**src/rtl/core/segment_intersection_test_core_defines.svh**
```systemverilog
// ----------------------------------------------------------------------------
// Assertion macros for the segment intersection test core
// Concurrent checks that compile away when ASSERT_OFF is defined.
// ----------------------------------------------------------------------------
`ifndef SEGMENT_INTERSECTION_TEST_CORE_DEFINES_SVH
`define SEGMENT_INTERSECTION_TEST_CORE_DEFINES_SVH
`ifndef ASSERT_OFF
`define SIT_ASSERT(lbl, prop, msg) \
  lbl: assert property (@(posedge clk_i) disable iff (!rst_ni) prop) else $error(msg);
`define SIT_ASSERT_NEVER(lbl, expr, msg) \
  lbl: assert property (@(posedge clk_i) disable iff (!rst_ni) !(expr)) else $error(msg);
`else
`define SIT_ASSERT(lbl, prop, msg)
`define SIT_ASSERT_NEVER(lbl, expr, msg)
`endif
`endif

```
**src/rtl/core/sit_pkg.sv**
```systemverilog
// ----------------------------------------------------------------------------
// sit_pkg
// Fixed number formats shared by the segment intersection test core.
// ----------------------------------------------------------------------------
package sit_pkg;

  // Integer bits of the slope, intercept and crossing format.
  localparam int unsigned INT_BITS   = 24;
  // Fraction bits of an input coordinate.
  localparam int unsigned COORD_FRAC = 4;

endpackage

```
**src/rtl/core/sit_line.sv**
```systemverilog
// ----------------------------------------------------------------------------
// sit_line
// Saturates a slope quotient and derives the line intercept in three stages.
// ----------------------------------------------------------------------------
module sit_line #(
  parameter int COORD_BITS = 16,
  parameter int FRAC_BITS  = 16,
  parameter int PAY_BITS   = 1
) (
  input  logic                                          clk_i,
  input  logic                                          rst_ni,
  input  logic                                          en_i,
  input  logic                                          valid_i,
  input  logic [COORD_BITS+FRAC_BITS:0]                 quo_i,
  input  logic                                          neg_i,
  input  logic signed [COORD_BITS-1:0]                  x0_i,
  input  logic signed [COORD_BITS-1:0]                  y0_i,
  input  logic [PAY_BITS-1:0]                           pay_i,
  output logic                                          valid_o,
  output logic signed [sit_pkg::INT_BITS+FRAC_BITS-1:0] m_o,
  output logic signed [sit_pkg::INT_BITS+FRAC_BITS-1:0] b_o,
  output logic [PAY_BITS-1:0]                           pay_o
);

  import sit_pkg::*;

  localparam int CW  = COORD_BITS;
  localparam int QW  = INT_BITS + FRAC_BITS;
  localparam int SNW = COORD_BITS + FRAC_BITS + 1;
  localparam int PMW = QW + CW;
  localparam int SW  = PMW + 2;
  localparam int RND = 2 ** COORD_FRAC - 1;
  localparam logic signed [SW-1:0] HI_S = {{(SW-QW+1){1'b0}}, {(QW-1){1'b1}}};
  localparam logic signed [SW-1:0] LO_S = ~HI_S;

  function automatic logic signed [SW-1:0] clamp(input logic signed [SW-1:0] v);
    logic signed [SW-1:0] r;
    if (v > HI_S) begin
      r = HI_S;
    end else if (v < LO_S) begin
      r = LO_S;
    end else begin
      r = v;
    end
    return r;
  endfunction

  logic                 v1_q, v2_q, v3_q;
  logic signed [QW-1:0] m1_q, m2_q, m3_q, b3_q;
  logic signed [CW-1:0] x1_q, y1_q, y2_q;
  logic [PAY_BITS-1:0]  p1_q, p2_q, p3_q;
  logic signed [PMW-1:0] prod2_q;

  // Stage 1: sign and saturate the slope.
  logic signed [SW-1:0] qs, sv, m_sat;
  logic signed [QW-1:0] m1_d;
  assign qs    = {{(SW-SNW){1'b0}}, quo_i};
  assign sv    = neg_i ? -qs : qs;
  assign m_sat = clamp(sv);
  assign m1_d  = m_sat[QW-1:0];

  // Stage 2: slope times start x.
  logic signed [PMW-1:0] prod2_d;
  assign prod2_d = m1_q * x1_q;

  // Stage 3: drop the coordinate fraction toward zero, subtract from start y.
  logic signed [PMW-1:0] tz;
  logic signed [SW-1:0]  tz_s, yq, diff, b_sat;
  assign tz    = prod2_q[PMW-1] ? ((prod2_q + PMW'(RND)) >>> COORD_FRAC)
                                : (prod2_q >>> COORD_FRAC);
  assign tz_s  = {{(SW-PMW){tz[PMW-1]}}, tz};
  assign yq    = {{(SW-CW){y2_q[CW-1]}}, y2_q} <<< (FRAC_BITS - COORD_FRAC);
  assign diff  = yq - tz_s;
  assign b_sat = clamp(diff);

  always_ff @(posedge clk_i or negedge rst_ni) begin
    if (!rst_ni) begin
      v1_q <= 1'b0;
      v2_q <= 1'b0;
      v3_q <= 1'b0;
    end else if (en_i) begin
      v1_q <= valid_i;
      v2_q <= v1_q;
      v3_q <= v2_q;
    end
  end

  always_ff @(posedge clk_i) begin
    if (en_i) begin
      m1_q    <= m1_d;
      x1_q    <= x0_i;
      y1_q    <= y0_i;
      p1_q    <= pay_i;
      m2_q    <= m1_q;
      y2_q    <= y1_q;
      prod2_q <= prod2_d;
      p2_q    <= p1_q;
      m3_q    <= m2_q;
      b3_q    <= b_sat[QW-1:0];
      p3_q    <= p2_q;
    end
  end

  assign valid_o = v3_q;
  assign m_o     = m3_q;
  assign b_o     = b3_q;
  assign pay_o   = p3_q;

endmodule

```
**config.mk**
```make
export PLATFORM = sky130hd
export DESIGN_NAME = sit_line
export DESIGN_NICKNAME = d
export VERILOG_FILES = /design/src/rtl/core/segment_intersection_test_core_defines.svh /design/src/rtl/core/sit_pkg.sv /design/src/rtl/core/sit_line.sv
export SDC_FILE = /design/constraint.sdc
export NUM_CORES = 2
export LEC_CHECK = 0
export ABC_AREA = 0
export ABC_CLOCK_PERIOD_IN_PS = 15700
export BUFFER_PORTS_ARGS = -buffer_cell sky130_fd_sc_hd__buf_2
export CORE_MARGIN = 2
export CORE_UTILIZATION = 40
export CTS_CLUSTER_DIAMETER = 120
export DETAILED_ROUTE_END_ITERATION = 6
export SETUP_SLACK_MARGIN = 0.02
export SYNTH_ARGS = -nofsm -noshare
export SYNTH_HDL_FRONTEND = slang
export SYNTH_SLANG_ARGS = --single-unit
```
**constraint.sdc**
```tcl
create_clock -name clk_i -period 15.7 [get_ports clk_i]
set_input_delay 2.355 -clock clk_i [delete_from_list [all_inputs] [get_ports clk_i]]
set_output_delay 2.355 -clock clk_i [all_outputs]
set_load 0.01 [all_outputs]
```
Word level (Yosys, flattened, before mapping) --
Cells that the tools add are included.
Storage, ports and cells: memories kept 0, memory bits (read-only) 0, output and inout bits 82, bits in latches 0, word-level logic and storage cells 26, input bits 71, bits in writable memories 0, register bits after elaboration 270
Cells by class: bitwise gates (word level) 0, reduce and logical (&&, ||, !) cells 0, magnitude comparators 4, shifts and indexed selects 0, divide/modulo/power cells 0, eq/ne operators 0, mux-type cells 4, add/subtract/negate cells 3, multipliers 1
Operator list (count):
- two-way mux 40 bit | 2
- greater-than comparator 58 x 40 -> 1 bit (second input constant) | 1
- < comparator 58 x 40 -> 1 bit (second input constant) | 1
- two-way mux 58 bit | 1
- negator 33 -> 58 bit | 1
- greater-than comparator 57 x 40 -> 1 bit (second input constant) | 1
- < comparator 57 x 40 -> 1 bit (second input constant) | 1
- subtractor 28 x 56 -> 57 bit | 1
- adder 56 x 5 -> 56 bit (second input constant) | 1
- multiplier 40 x 16 -> 56 bit | 1
- two-way mux 56 bit | 1

Depth between registers and ports, before layout --
depth in word-level cells 5, mapped depth 27, gate-level depth less buffers 26

Least setup slack after synthesis --
Ideal clock, no wire load.
path type register to register, start point register x1_q[6], end point register prod2_q[40] (data pin), stages on the path, launching flop included 24, required time 15.441 ns, buffers on the path 1, library setup time 0.259 ns, data arrival time 6.803 ns, setup slack 8.638 ns, cell sequence edfxtp_1 clkbuf_1 and2_1 fa_1 inv_1 fa_1 fa_1 fa_1 inv_1 fa_1 inv_1 fa_1 inv_1 ha_1 a21o_1 a31o_2 a2111oi_0 nor3_1 o21a_1 a211oi_1 o311ai_0 a31o_2 a21oi_1 xnor2_1
On the way: cells in the longest elaborated chain, start to end 1
RTL lines:
- from (decl) | RTL line sit_line.sv:50 | logic signed [CW-1:0] x1_q, y1_q, y2_q;
- from (signal assigned) | RTL line sit_line.sv:91 | x1_q <= x0_i;
- multiplier 40 x 16 -> 56 bit | RTL line sit_line.sv:64 | assign prod2_d = m1_q * x1_q;
- via prod2_d[40] | RTL line sit_line.sv:63 | logic signed [PMW-1:0] prod2_d;
- to (signal assigned) | RTL line sit_line.sv:96 | prod2_q <= prod2_d;
- to (decl) | RTL line sit_line.sv:52 | logic signed [PMW-1:0] prod2_q;
The timed path passes the listed nets, and every way through them passes these cells. A chain may end at the register's enable or synchronous reset.

Worst setup path after layout --
start point register x1_q[15], end point register prod2_q[52] (data pin)
The elaborated chain is that of the path after synthesis.

==> summary.txt <==
Global route
  – Largest net degree at the start of global routing: 84
  – GRT Util Overall: 0.2069
  – Grt total ovfl: 0
  – Vias in the first global route: 26.65k
  – Initial antenna violation count: 0
  – First-pass GRT wire length: 147600 um

STA
  – Worst setup margin: 7767 ps
  – Final hold violation count: 0
  – Post-route minimum period: 7933 ps
  – Setup Skew: 19.91 ps
  – Min Hold Slack: 407.3 ps
  – Max-slew violations: 0
  – Slew @ Worst Pin: 1184 ps
  – Setup Viol. Count Final: 0
  – Final Cycle Share: 0.5053
  – Fmax: 126.0 MHz
  – Slew HR: 0.2110
  – RSZ-0062 raised after global routing: no
  – Setup TNS: 0 ps

CTS
  – Root buf cell: clkbuf_16
  – CTS tree: done
  – Clock-pin slew on the worst setup and hold paths: 60 ps
  – Post-CTS setup buffers: 0
  – Post-CTS Resized: 0
  – Number of H-tree levels: 2
  – # clock sinks: 270
  – CTS Buffer Depth: 3
  – Clk_lat worst skew: 580 ps
  – CTS hold repair buffers: 0
  – TritonCTS Buffers: 35

Routing
  – Detailed-router iteration count before antenna repair: 6
  – Vias/cell: 5.171
  – Wire length per cell: 18.57 um
  – Initial drt markers: 1727
  – Final WL: 92590 um
  – ANT nets after route: 0
  – Drc violations: 0
  – Via Count: 25.78k

Die
  – # rows: 109
  – I/O Pins: 153
  – Core ar.: 88510 um^2
  – Die height: 303.1 um
  – Starting Density: 0.4043
  – Die Wd: 303.1 um
  – Die area: 91880 um^2

Finish
  – Area Growth Syn to Fin: 8.621%
  – Ratio of cells with drive above 1 in the final layout: 0.07356
  – Antenna Cells: 0
  – Number of fill cells: 8461
  – Final net count: 4636
  – Register Area: 8093 um^2
  – Area occupied by multi-input gates: 24270 um^2
  – Post-layout instance area: 38870 um^2

Synth
  – Ys Warns: 0
  – #FFs+latches synth: 270
  – Share of the synthesized area in the top cell type: 0.3345
  – Predominant post-synthesis flop cell: edfxtp_1
  – Largest cells by area after synthesis: fa_1, edfxtp_1, inv_1
  – Post-synth top area cell: fa_1
  – Post-synth EDFFs: 267
  – Mapped Cells: 3734
  – Commonest cells post-synth: inv_1, fa_1, nand2_1
  – Syn Area/Cell: 9.584 um^2
  – Register area share after synthesis: 0.2261
  – Synth cell types: 86
  – Synth Cell Area: 35790 um^2
  – Count leader, synth: inv_1
  – Synth async-reset ratio: 0.01111
  – Net Count, Synth: 4576

Min path
  – Hold Crit Class: reg2reg

Setup path
  – Crit path DAT: 8240 ps
  – Critical path type: reg2reg
  – Critical Path RT: 16010 ps
  – Max FO, Critical Path: 21
  – Worst setup EP type: flip-flop
  – Worst Setup Start Kind: flip-flop

Flow run
  – Max cap viols: 0

Place
  – GPL Wtd Cong: 0.8738
  – Placed instance area: 37690 um^2
  – Final HPWL DP: 69520 um
  – I/O Buffers: 152
  – Worst slack at placement: 7742 ps

Outcome
  – Status: finished clean
==> flip-flops by register name, indices dropped and copies added, names as in the netlist <==
name / flops
p1_q: 1
v2_q: 1
m1_q: 40
b_o: 40
prod2_q: 56
y1_q: 16
v1_q: 1
y2_q: 16
x1_q: 16
valid_o: 1
m_o: 40
m2_q: 40
pay_o: 1
p2_q: 1
==> cell type report <==
type,instances,area share
Multi-Input combinational cell,2539,0.6243
Sequential cell,270,0.2082
Tap cell,1165,0.03750
Timing Repair Buffer,183,0.02581
Inverter,765,0.07387
Clock buffer,37,0.02272
Clock inverter,26,0.007660
==> metrics by stage <==
step / cells / utilization
after CTS: 4985 / 0.4392
final: 4985 / 0.4392
after global placement: 4922 / 0.4258
after detailed placement: 4922 / 0.4258
after floorplan: 3734 / -
after global routing: 4985 / 0.4392
==> kinds of logic (layout without fill, tap and decap cells) <==
group / Yosys count / in the layout / synth area share
muxes: 5 / 5 / 0.001538
AOI/OAI and AO/OA: 466 / 466 / 0.08807
xor gates and xnor gates: 160 / 160 / 0.03916
and+or+nand+nor: 1137 / 1137 / 0.1522
adders and majority gates: 771 / 771 / 0.3950
DFF: 270 / 270 / 0.2261
buffers and inverters: 925 / 1011 / 0.09793
==> worst paths after layout <==
path,from,end,slack (ps),depth (start not counted)
setup / recovery,x1_q[15],prod2_q[52],7770,24
hold / removal,m2_q[27],m_o[27],410,0
setup reg to reg,x1_q[15],prod2_q[52],7770,24
hold reg to reg,m2_q[27],m_o[27],410,0
max in group asynchronous,rst_ni,v1_q,14040,1
min in group asynchronous,rst_ni,valid_o,1560,1
==> placed cells by master, fill, tap and decap left out, types with 56 or more instances in the layout <==
cell and count:
and2_1 215, ha_1 173, edfxtp_1 267, a21o_1 56
buf_2 151, xnor2_1 105, a21oi_1 115, o21ai_0 71
inv_1 762, fa_1 598, nand2_1 524, nand3_1 64
nor2_1 116
==> metal layers <==
layer,GRT usage,share of wire,wire (um)
met3,0.03398,0.071,6544
met4,0.05266,0.023,2101
met1,0.2933,0.45,41820
met2,0.3310,0.45,42130
met5,0,0,0
==> critical path: stages, from the launching register on <==
cell      delay, ps
edfxtp_1        490
clkinv_1        400
buf_4           370
nor2_1          190
fa_1            440
fa_1            520
fa_1            530
fa_1            520
fa_1            550
inv_1            60
fa_1            570
inv_1            60
ha_1            350
a21o_1          200
a21o_1          170
a21oi_1         140
o21ai_0         100
a221o_1         380
a22o_1          230
o21ai_0         380
a21oi_1         230
o21a_1          240
a21o_1          180
a21oi_1         220
a221oi_1        130
Power is not shown: default switching activity piles up to over one toggle a cycle in this logic, so the estimate is an artifact.
