==> src/rtl/core/segment_intersection_test_core_defines.svh <==
// ----------------------------------------------------------------------------
// Assertion macros for the segment intersection test core
// Concurrent checks that compile away when ASSERT_OFF is defined.
// ----------------------------------------------------------------------------
`ifndef SEGMENT_INTERSECTION_TEST_CORE_DEFINES_SVH
`define SEGMENT_INTERSECTION_TEST_CORE_DEFINES_SVH
`ifndef ASSERT_OFF
`define SIT_ASSERT(lbl, prop, msg) \
  lbl: assert property (@(posedge clk_i) disable iff (!rst_ni) prop) else $error(msg);
`define SIT_ASSERT_NEVER(lbl, expr, msg) \
  lbl: assert property (@(posedge clk_i) disable iff (!rst_ni) !(expr)) else $error(msg);
`else
`define SIT_ASSERT(lbl, prop, msg)
`define SIT_ASSERT_NEVER(lbl, expr, msg)
`endif
`endif

==> src/rtl/core/sit_div.sv <==
// ----------------------------------------------------------------------------
// sit_div
// Pipelined restoring divider, one quotient bit per register stage.
// ----------------------------------------------------------------------------
module sit_div #(
  parameter int NUM_BITS = 33,
  parameter int DEN_BITS = 17,
  parameter int QUO_BITS = 33,
  parameter int PAY_BITS = 1
) (
  input  logic                clk_i,
  input  logic                rst_ni,
  input  logic                en_i,
  input  logic                valid_i,
  input  logic [NUM_BITS-1:0] num_i,
  input  logic [DEN_BITS-1:0] den_i,
  input  logic [PAY_BITS-1:0] pay_i,
  output logic                valid_o,
  output logic [QUO_BITS-1:0] quo_o,
  output logic [PAY_BITS-1:0] pay_o
);

  logic                v_q [QUO_BITS];
  logic [DEN_BITS-1:0] r_q [QUO_BITS];
  logic [QUO_BITS-1:0] q_q [QUO_BITS];
  logic [NUM_BITS-1:0] n_q [QUO_BITS];
  logic [DEN_BITS-1:0] d_q [QUO_BITS];
  logic [PAY_BITS-1:0] p_q [QUO_BITS];

  for (genvar i = 0; i < QUO_BITS; i++) begin : g_stage
    logic                v_in;
    logic [DEN_BITS-1:0] r_in;
    logic [QUO_BITS-1:0] q_in;
    logic [NUM_BITS-1:0] n_in;
    logic [DEN_BITS-1:0] d_in;
    logic [PAY_BITS-1:0] p_in;
    logic [DEN_BITS:0]   t;
    logic                ge;

    if (i == 0) begin : g_first
      // Numerator bits above the quotient range seed the remainder.
      assign r_in = DEN_BITS'(num_i >> QUO_BITS);
      assign v_in = valid_i;
      assign q_in = '0;
      assign n_in = num_i;
      assign d_in = den_i;
      assign p_in = pay_i;
    end else begin : g_next
      assign r_in = r_q[i-1];
      assign v_in = v_q[i-1];
      assign q_in = q_q[i-1];
      assign n_in = n_q[i-1];
      assign d_in = d_q[i-1];
      assign p_in = p_q[i-1];
    end

    assign t  = {r_in, n_in[QUO_BITS-1-i]};
    assign ge = (t >= {1'b0, d_in});

    always_ff @(posedge clk_i or negedge rst_ni) begin
      if (!rst_ni) begin
        v_q[i] <= 1'b0;
      end else if (en_i) begin
        v_q[i] <= v_in;
      end
    end

    always_ff @(posedge clk_i) begin
      if (en_i) begin
        r_q[i] <= ge ? DEN_BITS'(t - {1'b0, d_in}) : DEN_BITS'(t);
        q_q[i] <= QUO_BITS'({q_in, ge});
        n_q[i] <= n_in;
        d_q[i] <= d_in;
        p_q[i] <= p_in;
      end
    end
  end

  assign valid_o = v_q[QUO_BITS-1];
  assign quo_o   = q_q[QUO_BITS-1];
  assign pay_o   = p_q[QUO_BITS-1];

endmodule

==> config.mk <==
export PLATFORM = sky130hd
export DESIGN_NAME = sit_div
export DESIGN_NICKNAME = d
export VERILOG_FILES = /design/src/rtl/core/segment_intersection_test_core_defines.svh /design/src/rtl/core/sit_div.sv
export SDC_FILE = /design/constraint.sdc
export NUM_CORES = 2
export LEC_CHECK = 0
export BUFFER_PORTS_ARGS = -buffer_cell sky130_fd_sc_hd__buf_2
export CAP_MARGIN = 20
export CORE_UTILIZATION = 47
export CTS_CLUSTER_DIAMETER = 100
export DETAILED_ROUTE_END_ITERATION = 8
export SLEW_MARGIN = 10
export SYNTH_ARGS = -nofsm -noshare
export SYNTH_HDL_FRONTEND = slang
export SYNTH_SLANG_ARGS = --single-unit
==> constraint.sdc <==
create_clock -name clk_i -period 4 [get_ports clk_i]
set_input_delay 0.2 -clock clk_i [delete_from_list [all_inputs] [get_ports clk_i]]
set_output_delay 0.2 -clock clk_i [all_outputs]
set_load 0.01 [all_outputs]
Word-level counts from Yosys, hierarchy flattened
Memories as Yosys holds them, arrays and structs flattened.
Cells that the tools add are included.
Word-level totals
  memories kept: 5
  flip-flop bits (word level): 33
  RAM bits: 3333
  input bits: 55
  logic and storage cells: 139
  output and inout bits: 35
Cells by class
  muxes and demuxes: 35
  order comparisons: 33
  add/subtract/negate cells: 33
Memory list
  n_q: words 33, width 33, rd ports 32, clocked after Yosys merged registers in 0, wr ports 33, line sit_div.sv:26  | logic [NUM_BITS-1:0] n_q [QUO_BITS];
  q_q: words 33, width 33, rd ports 33, clocked after Yosys merged registers in 0, wr ports 33, line sit_div.sv:25  | logic [QUO_BITS-1:0] q_q [QUO_BITS];
  d_q: words 33, width 17, rd ports 32, clocked after Yosys merged registers in 0, wr ports 33, line sit_div.sv:27  | logic [DEN_BITS-1:0] d_q [QUO_BITS];
  r_q: words 33, width 17, rd ports 32, clocked after Yosys merged registers in 0, wr ports 33, line sit_div.sv:24  | logic [DEN_BITS-1:0] r_q [QUO_BITS];
  p_q: words 33, width 1, rd ports 33, clocked after Yosys merged registers in 0, wr ports 33, line sit_div.sv:28  | logic [PAY_BITS-1:0] p_q [QUO_BITS];
Operator list (number)
  18-bit by 17-bit >= comparator with 1-bit output: 32
  17-bit two-way mux: 33
  17-bit subtractor: 32
  1-bit by 17-bit >= comparator with 1-bit output: 1
  1-bit by 17-bit subtractor with 17-bit output: 1
  1-bit two-way mux: 2

Depth between registers and ports, before layout
An unclocked memory read counts as a cell.
  depth after elaboration: 3
  depth in mapped cells: 14
  gate-level depth less buffers: 12

Worst setup path after synthesis
No wires, ideal clock.
  path kind: register to register
  from: memory n_q[21][10] (netlist: n_q[0][703])
  to: memory r_q[22][8] (netlist: r_q[0][382]) (data pin)
  library setup time: 260 ps
  period minus slack after synthesis: 3180 ps
  stages on the path, launching flop included: 13
  path slack: 820 ps
  path buffers: 1
  data arrival time: 2919 ps
  required time: 3740 ps
  cell sequence: edfxtp_1 -> inv_1 -> ha_1 -> inv_1 -> fa_1 -> a211oi_2 -> o21ai_1 -> a211oi_2 -> o31a_2 -> o21ai_2 -> a211oi_4 -> buf_12 -> mux2_4
RTL lines (line)
  start: declaration: sit_div.sv:26
  end: declaration: sit_div.sv:24

==> metrics.log <==
INFO  metric cap_viol_max_count = 0
INFO  metric hold_path_startpoint = num_i[5]
INFO  metric max_slew_headroom = 30.1%
INFO  metric worstSkewPairLatency = 0.87 ns
INFO  metric vias_per_cell = 5.33
INFO  metric p_clk_share = 25.7%
INFO  metric report.final.setup_viol = 0
INFO  metric timing.final.crit_share = 88.4%
INFO  metric power.density_cell_area = 760 nW/um^2
INFO  metric clock_skew_after_layout = 0.0414 ns
INFO  metric syn_to_final_growth = 13.4%
INFO  metric synth.ff_latch_count = 2,243
INFO  metric mappedNetlistNets = 7,887
INFO  metric max_ir_drop_vdd = 0.000520 V
INFO  metric ys_top_cells_by_area = edfxtp_1, ha_1, mux2_2
INFO  metric cell_taking_the_most_area_after_synthesis = edfxtp_1
INFO  metric final.fill_count = 17,600
INFO  metric drv_slew = 0
INFO  metric timing.critical_path.fanout_max = 28
INFO  metric routed_wire_length_per_instance = 18.1 um
INFO  metric drt-initial-drc-count = 4,372
INFO  metric clk_transition_reported_paths = 0.06 ns
INFO  metric first_global_vias = 56,300
INFO  metric min_delay_path_depth = 2
INFO  metric grt_first_pass_wirelength = 308 mm
INFO  metric timing.setup.tns = 0 ns
INFO  metric grt_setup_unrepaired = false
INFO  metric detail-route-antenna-nets = 0
INFO  metric met2_usage = 28.9%
INFO  metric worstRegToRegCells = 10
INFO  metric vias = 57,000
INFO  metric cts_tree = done
INFO  metric yosys-top-cells-count = edfxtp_1, inv_1, ha_1, o21ai_0, nand2_1
INFO  metric yosys.cell_types.count = 99
INFO  metric placement_rows = 169
INFO  metric placedInstanceArea = 106,000 sq um
INFO  metric floorplan.io_pins = 90
INFO  metric power.share.combinational = 34.3%
INFO  metric startpoint = n_q[0][575]
INFO  metric async_reset_ff_share = 1.47%
INFO  metric final-hold-violation-count = 0
INFO  metric post-route-drc-count = 0
INFO  metric number_of_antenna_violations_at_the_first_check_in_global_routing = 2
INFO  metric most_used_layer_global_route = met2
INFO  metric drive_gt1_share = 10.9%
INFO  metric layout.cell_area.non_filler = 114,000 sq um
INFO  metric globalRouteMet3Util = 2.69%
INFO  metric power_spent_charging_and_discharging_nets = 28.5 mW
INFO  metric syn-instance-count = 7,255
INFO  metric grt_max_degree = 123
INFO  metric synthMostInstantiatedCell = edfxtp_1
INFO  metric syn-mean-instance-area = 13.9 sq um
INFO  metric drt_wl_total = 193 mm
INFO  metric cts_sinks = 2,243
INFO  metric final_period_minus_worst_setup_slack = 3.53 ns
INFO  metric sequential_group_share_of_total_power = 40.0%
INFO  metric finalWeightedCongestion = 0.870
INFO  metric clockRootBuffer = clkbuf_16
INFO  metric cellInternalPower = 58.4 mW
INFO  metric chipHeight = 465 um
INFO  metric synthesis.area = 101,000 sq um
INFO  metric start_util = 47.5%
INFO  metric synth_edf_count = 2,210
INFO  metric yosys_warnings = 0
INFO  metric required = 4.63 ns
INFO  metric sw_frac_of_total = 32.8%
INFO  metric nets = 8,293
INFO  metric port_buffers = 89
INFO  metric synth_largest_type_area_fraction = 65.7%
INFO  metric crit-reg2reg-launch = n_q[0][575]
INFO  metric worst_slew_pin_slew = 1.02 ns
INFO  metric critical_path.endpoint_type = flop
INFO  metric critPathArrivalTime = 4.16 ns
INFO  metric use_met1 = 24.7%
INFO  metric ys_seq_area_share = 66.6%
INFO  metric clock.fmax = 283 MHz
INFO  metric grt_usage = 17.8%
INFO  metric drt_pass1_iterations = 6
INFO  metric timing.critical_path.from_type = flop
INFO  metric core_area = 213,000 sq um
INFO  metric chipWidth = 465 um
INFO  metric leakagePower = 44.0 nW
INFO  metric fp.dieArea = 217,000 sq um
INFO  metric min-delay-path-class = input pin to flop
INFO  metric dpl.hpwl = 135 mm
INFO  metric numCtsBuffers = 234
INFO  metric cts_htree_levels = 4
INFO  metric ys.flop_type = edfxtp_1
INFO  metric status = complete, no violations
INFO  metric grt-ovfl-total = 0
INFO  metric clk_path_buf_depth = 3
INFO  metric criticalPathCategory = flop to flop
INFO  metric report.power.total = 86.9 mW
-- cell usage in the layout (no fill, tap or decap), types with 45 or more instances in the layout --
| cell | instances |
|---|---|
| nand2b_1 | 54 |
| clkinv_1 | 45 |
| xor2_1 | 161 |
| o21a_1 | 91 |
| inv_1 | 713 |
| and3_1 | 46 |
| ha_1 | 546 |
| nand4_1 | 77 |
| buf_4 | 83 |
| xnor2_1 | 208 |
| clkbuf_16 | 236 |
| buf_2 | 88 |
| mux2_2 | 240 |
| a211oi_1 | 75 |
| nand3_1 | 61 |
| nor3_1 | 86 |
| nor2_1 | 320 |
| nor2b_1 | 67 |
| nand2_1 | 463 |
| o21bai_1 | 55 |
| a21o_1 | 179 |
| o31ai_1 | 58 |
| dlygate4sd3_1 | 86 |
| edfxtp_1 | 2210 |
| o21ai_0 | 470 |
| a21oi_1 | 408 |
-- sequential cells by signal, indices dropped and copies added (netlist names) --
| register | cells |
|---|---|
| d_q | 544 |
| r_q | 544 |
| valid_o | 1 |
| g_stage.v_in | 32 |
| n_q | 528 |
| q_q | 561 |
| p_q | 33 |
-- power by group through the flow --
stage	sequential [mW]	combinational (mW)	clock [mW]
global route	35.3	33.5	24.0
CTS	34.9	29.8	23.1
detailed placement	35.3	29.5	0
finish	34.8	29.8	22.3
floorplan	33.9	23.0	0
global placement	35.4	29.0	0
-- layer usage --
layer  vias to the layer above  part of all wire, %  wire (um)
met4                         2                  2.7       5290
li1                      28000                    -          -
met5                         -               0.0067         13
met1                     27600                   46      89200
met2                      1115                   47      90700
met3                       332                  4.0       7740
-- logic make-up after synthesis --
group                      Yosys count  share of synthesized area [%]
AOI/OAI and AO/OA                 1658                           10.5
DFF                               2243                           66.6
muxes                              291                           3.23
and+or+nand+nor                   1291                           6.00
buffers and inverters              826                           3.15
xor gates and xnor gates           369                           3.20
adders and majority gates          577                           7.38
-- through the flow --
stage,utilization (%),cells,hold WS [ns],setup WS [ns]
after floorplan,-,7255,-0.0956,0.820
after global placement,49.6,10200,0.287,0.543
after detailed placement,49.6,10200,0.302,0.476
after CTS,53.8,10700,0.00157,0.441
after global routing,53.8,10700,0.0186,0.100
final,53.8,10700,0.0683,0.466
-- what timing repair did --
action	4_1_cts	5_1_grt
gates resized for setup	0	0
hold buffers	87	0
endpoints found under the hold margin	142	0
buffers inserted	0	0
-- path summary, 6_finish.rpt --
| path | endpoint | slack, ns |
|---|---|---|
| max | r_q[0][319] | 0.47 |
| min | n_q[0][5] | 0.07 |
| max reg2reg | r_q[0][319] | 0.47 |
| min reg2reg | n_q[0][283] | 0.38 |
| max in group asynchronous | g_stage[5].v_in | 3.46 |
| min in group asynchronous | g_stage[25].v_in | 0.34 |
-- layout make-up --
cell class / instances / area, sq um / area share [%]
sequential: 2243 / 67200 / 58.7
clock buffer: 276 / 6080 / 5.31
clock inverter: 167 / 2000 / 1.75
multi-input combinational: 4186 / 30600 / 26.7
tap: 2821 / 3530 / 3.08
antenna: 1 / 2.50 / 0.00219
inverter: 717 / 2690 / 2.35
timing repair buffer: 279 / 2360 / 2.06
-- critical path: stages, from the launching register on --
cell	delay, ns
edfxtp_1	0.39
inv_1	0.07
ha_1	0.16
inv_1	0.06
fa_1	0.41
a211oi_1	0.33
o21ai_0	0.24
a21oi_1	0.29
a21oi_1	0.12
a2111o_1	0.78
mux2_2	0.43
(Power assumes the default switching activity.)
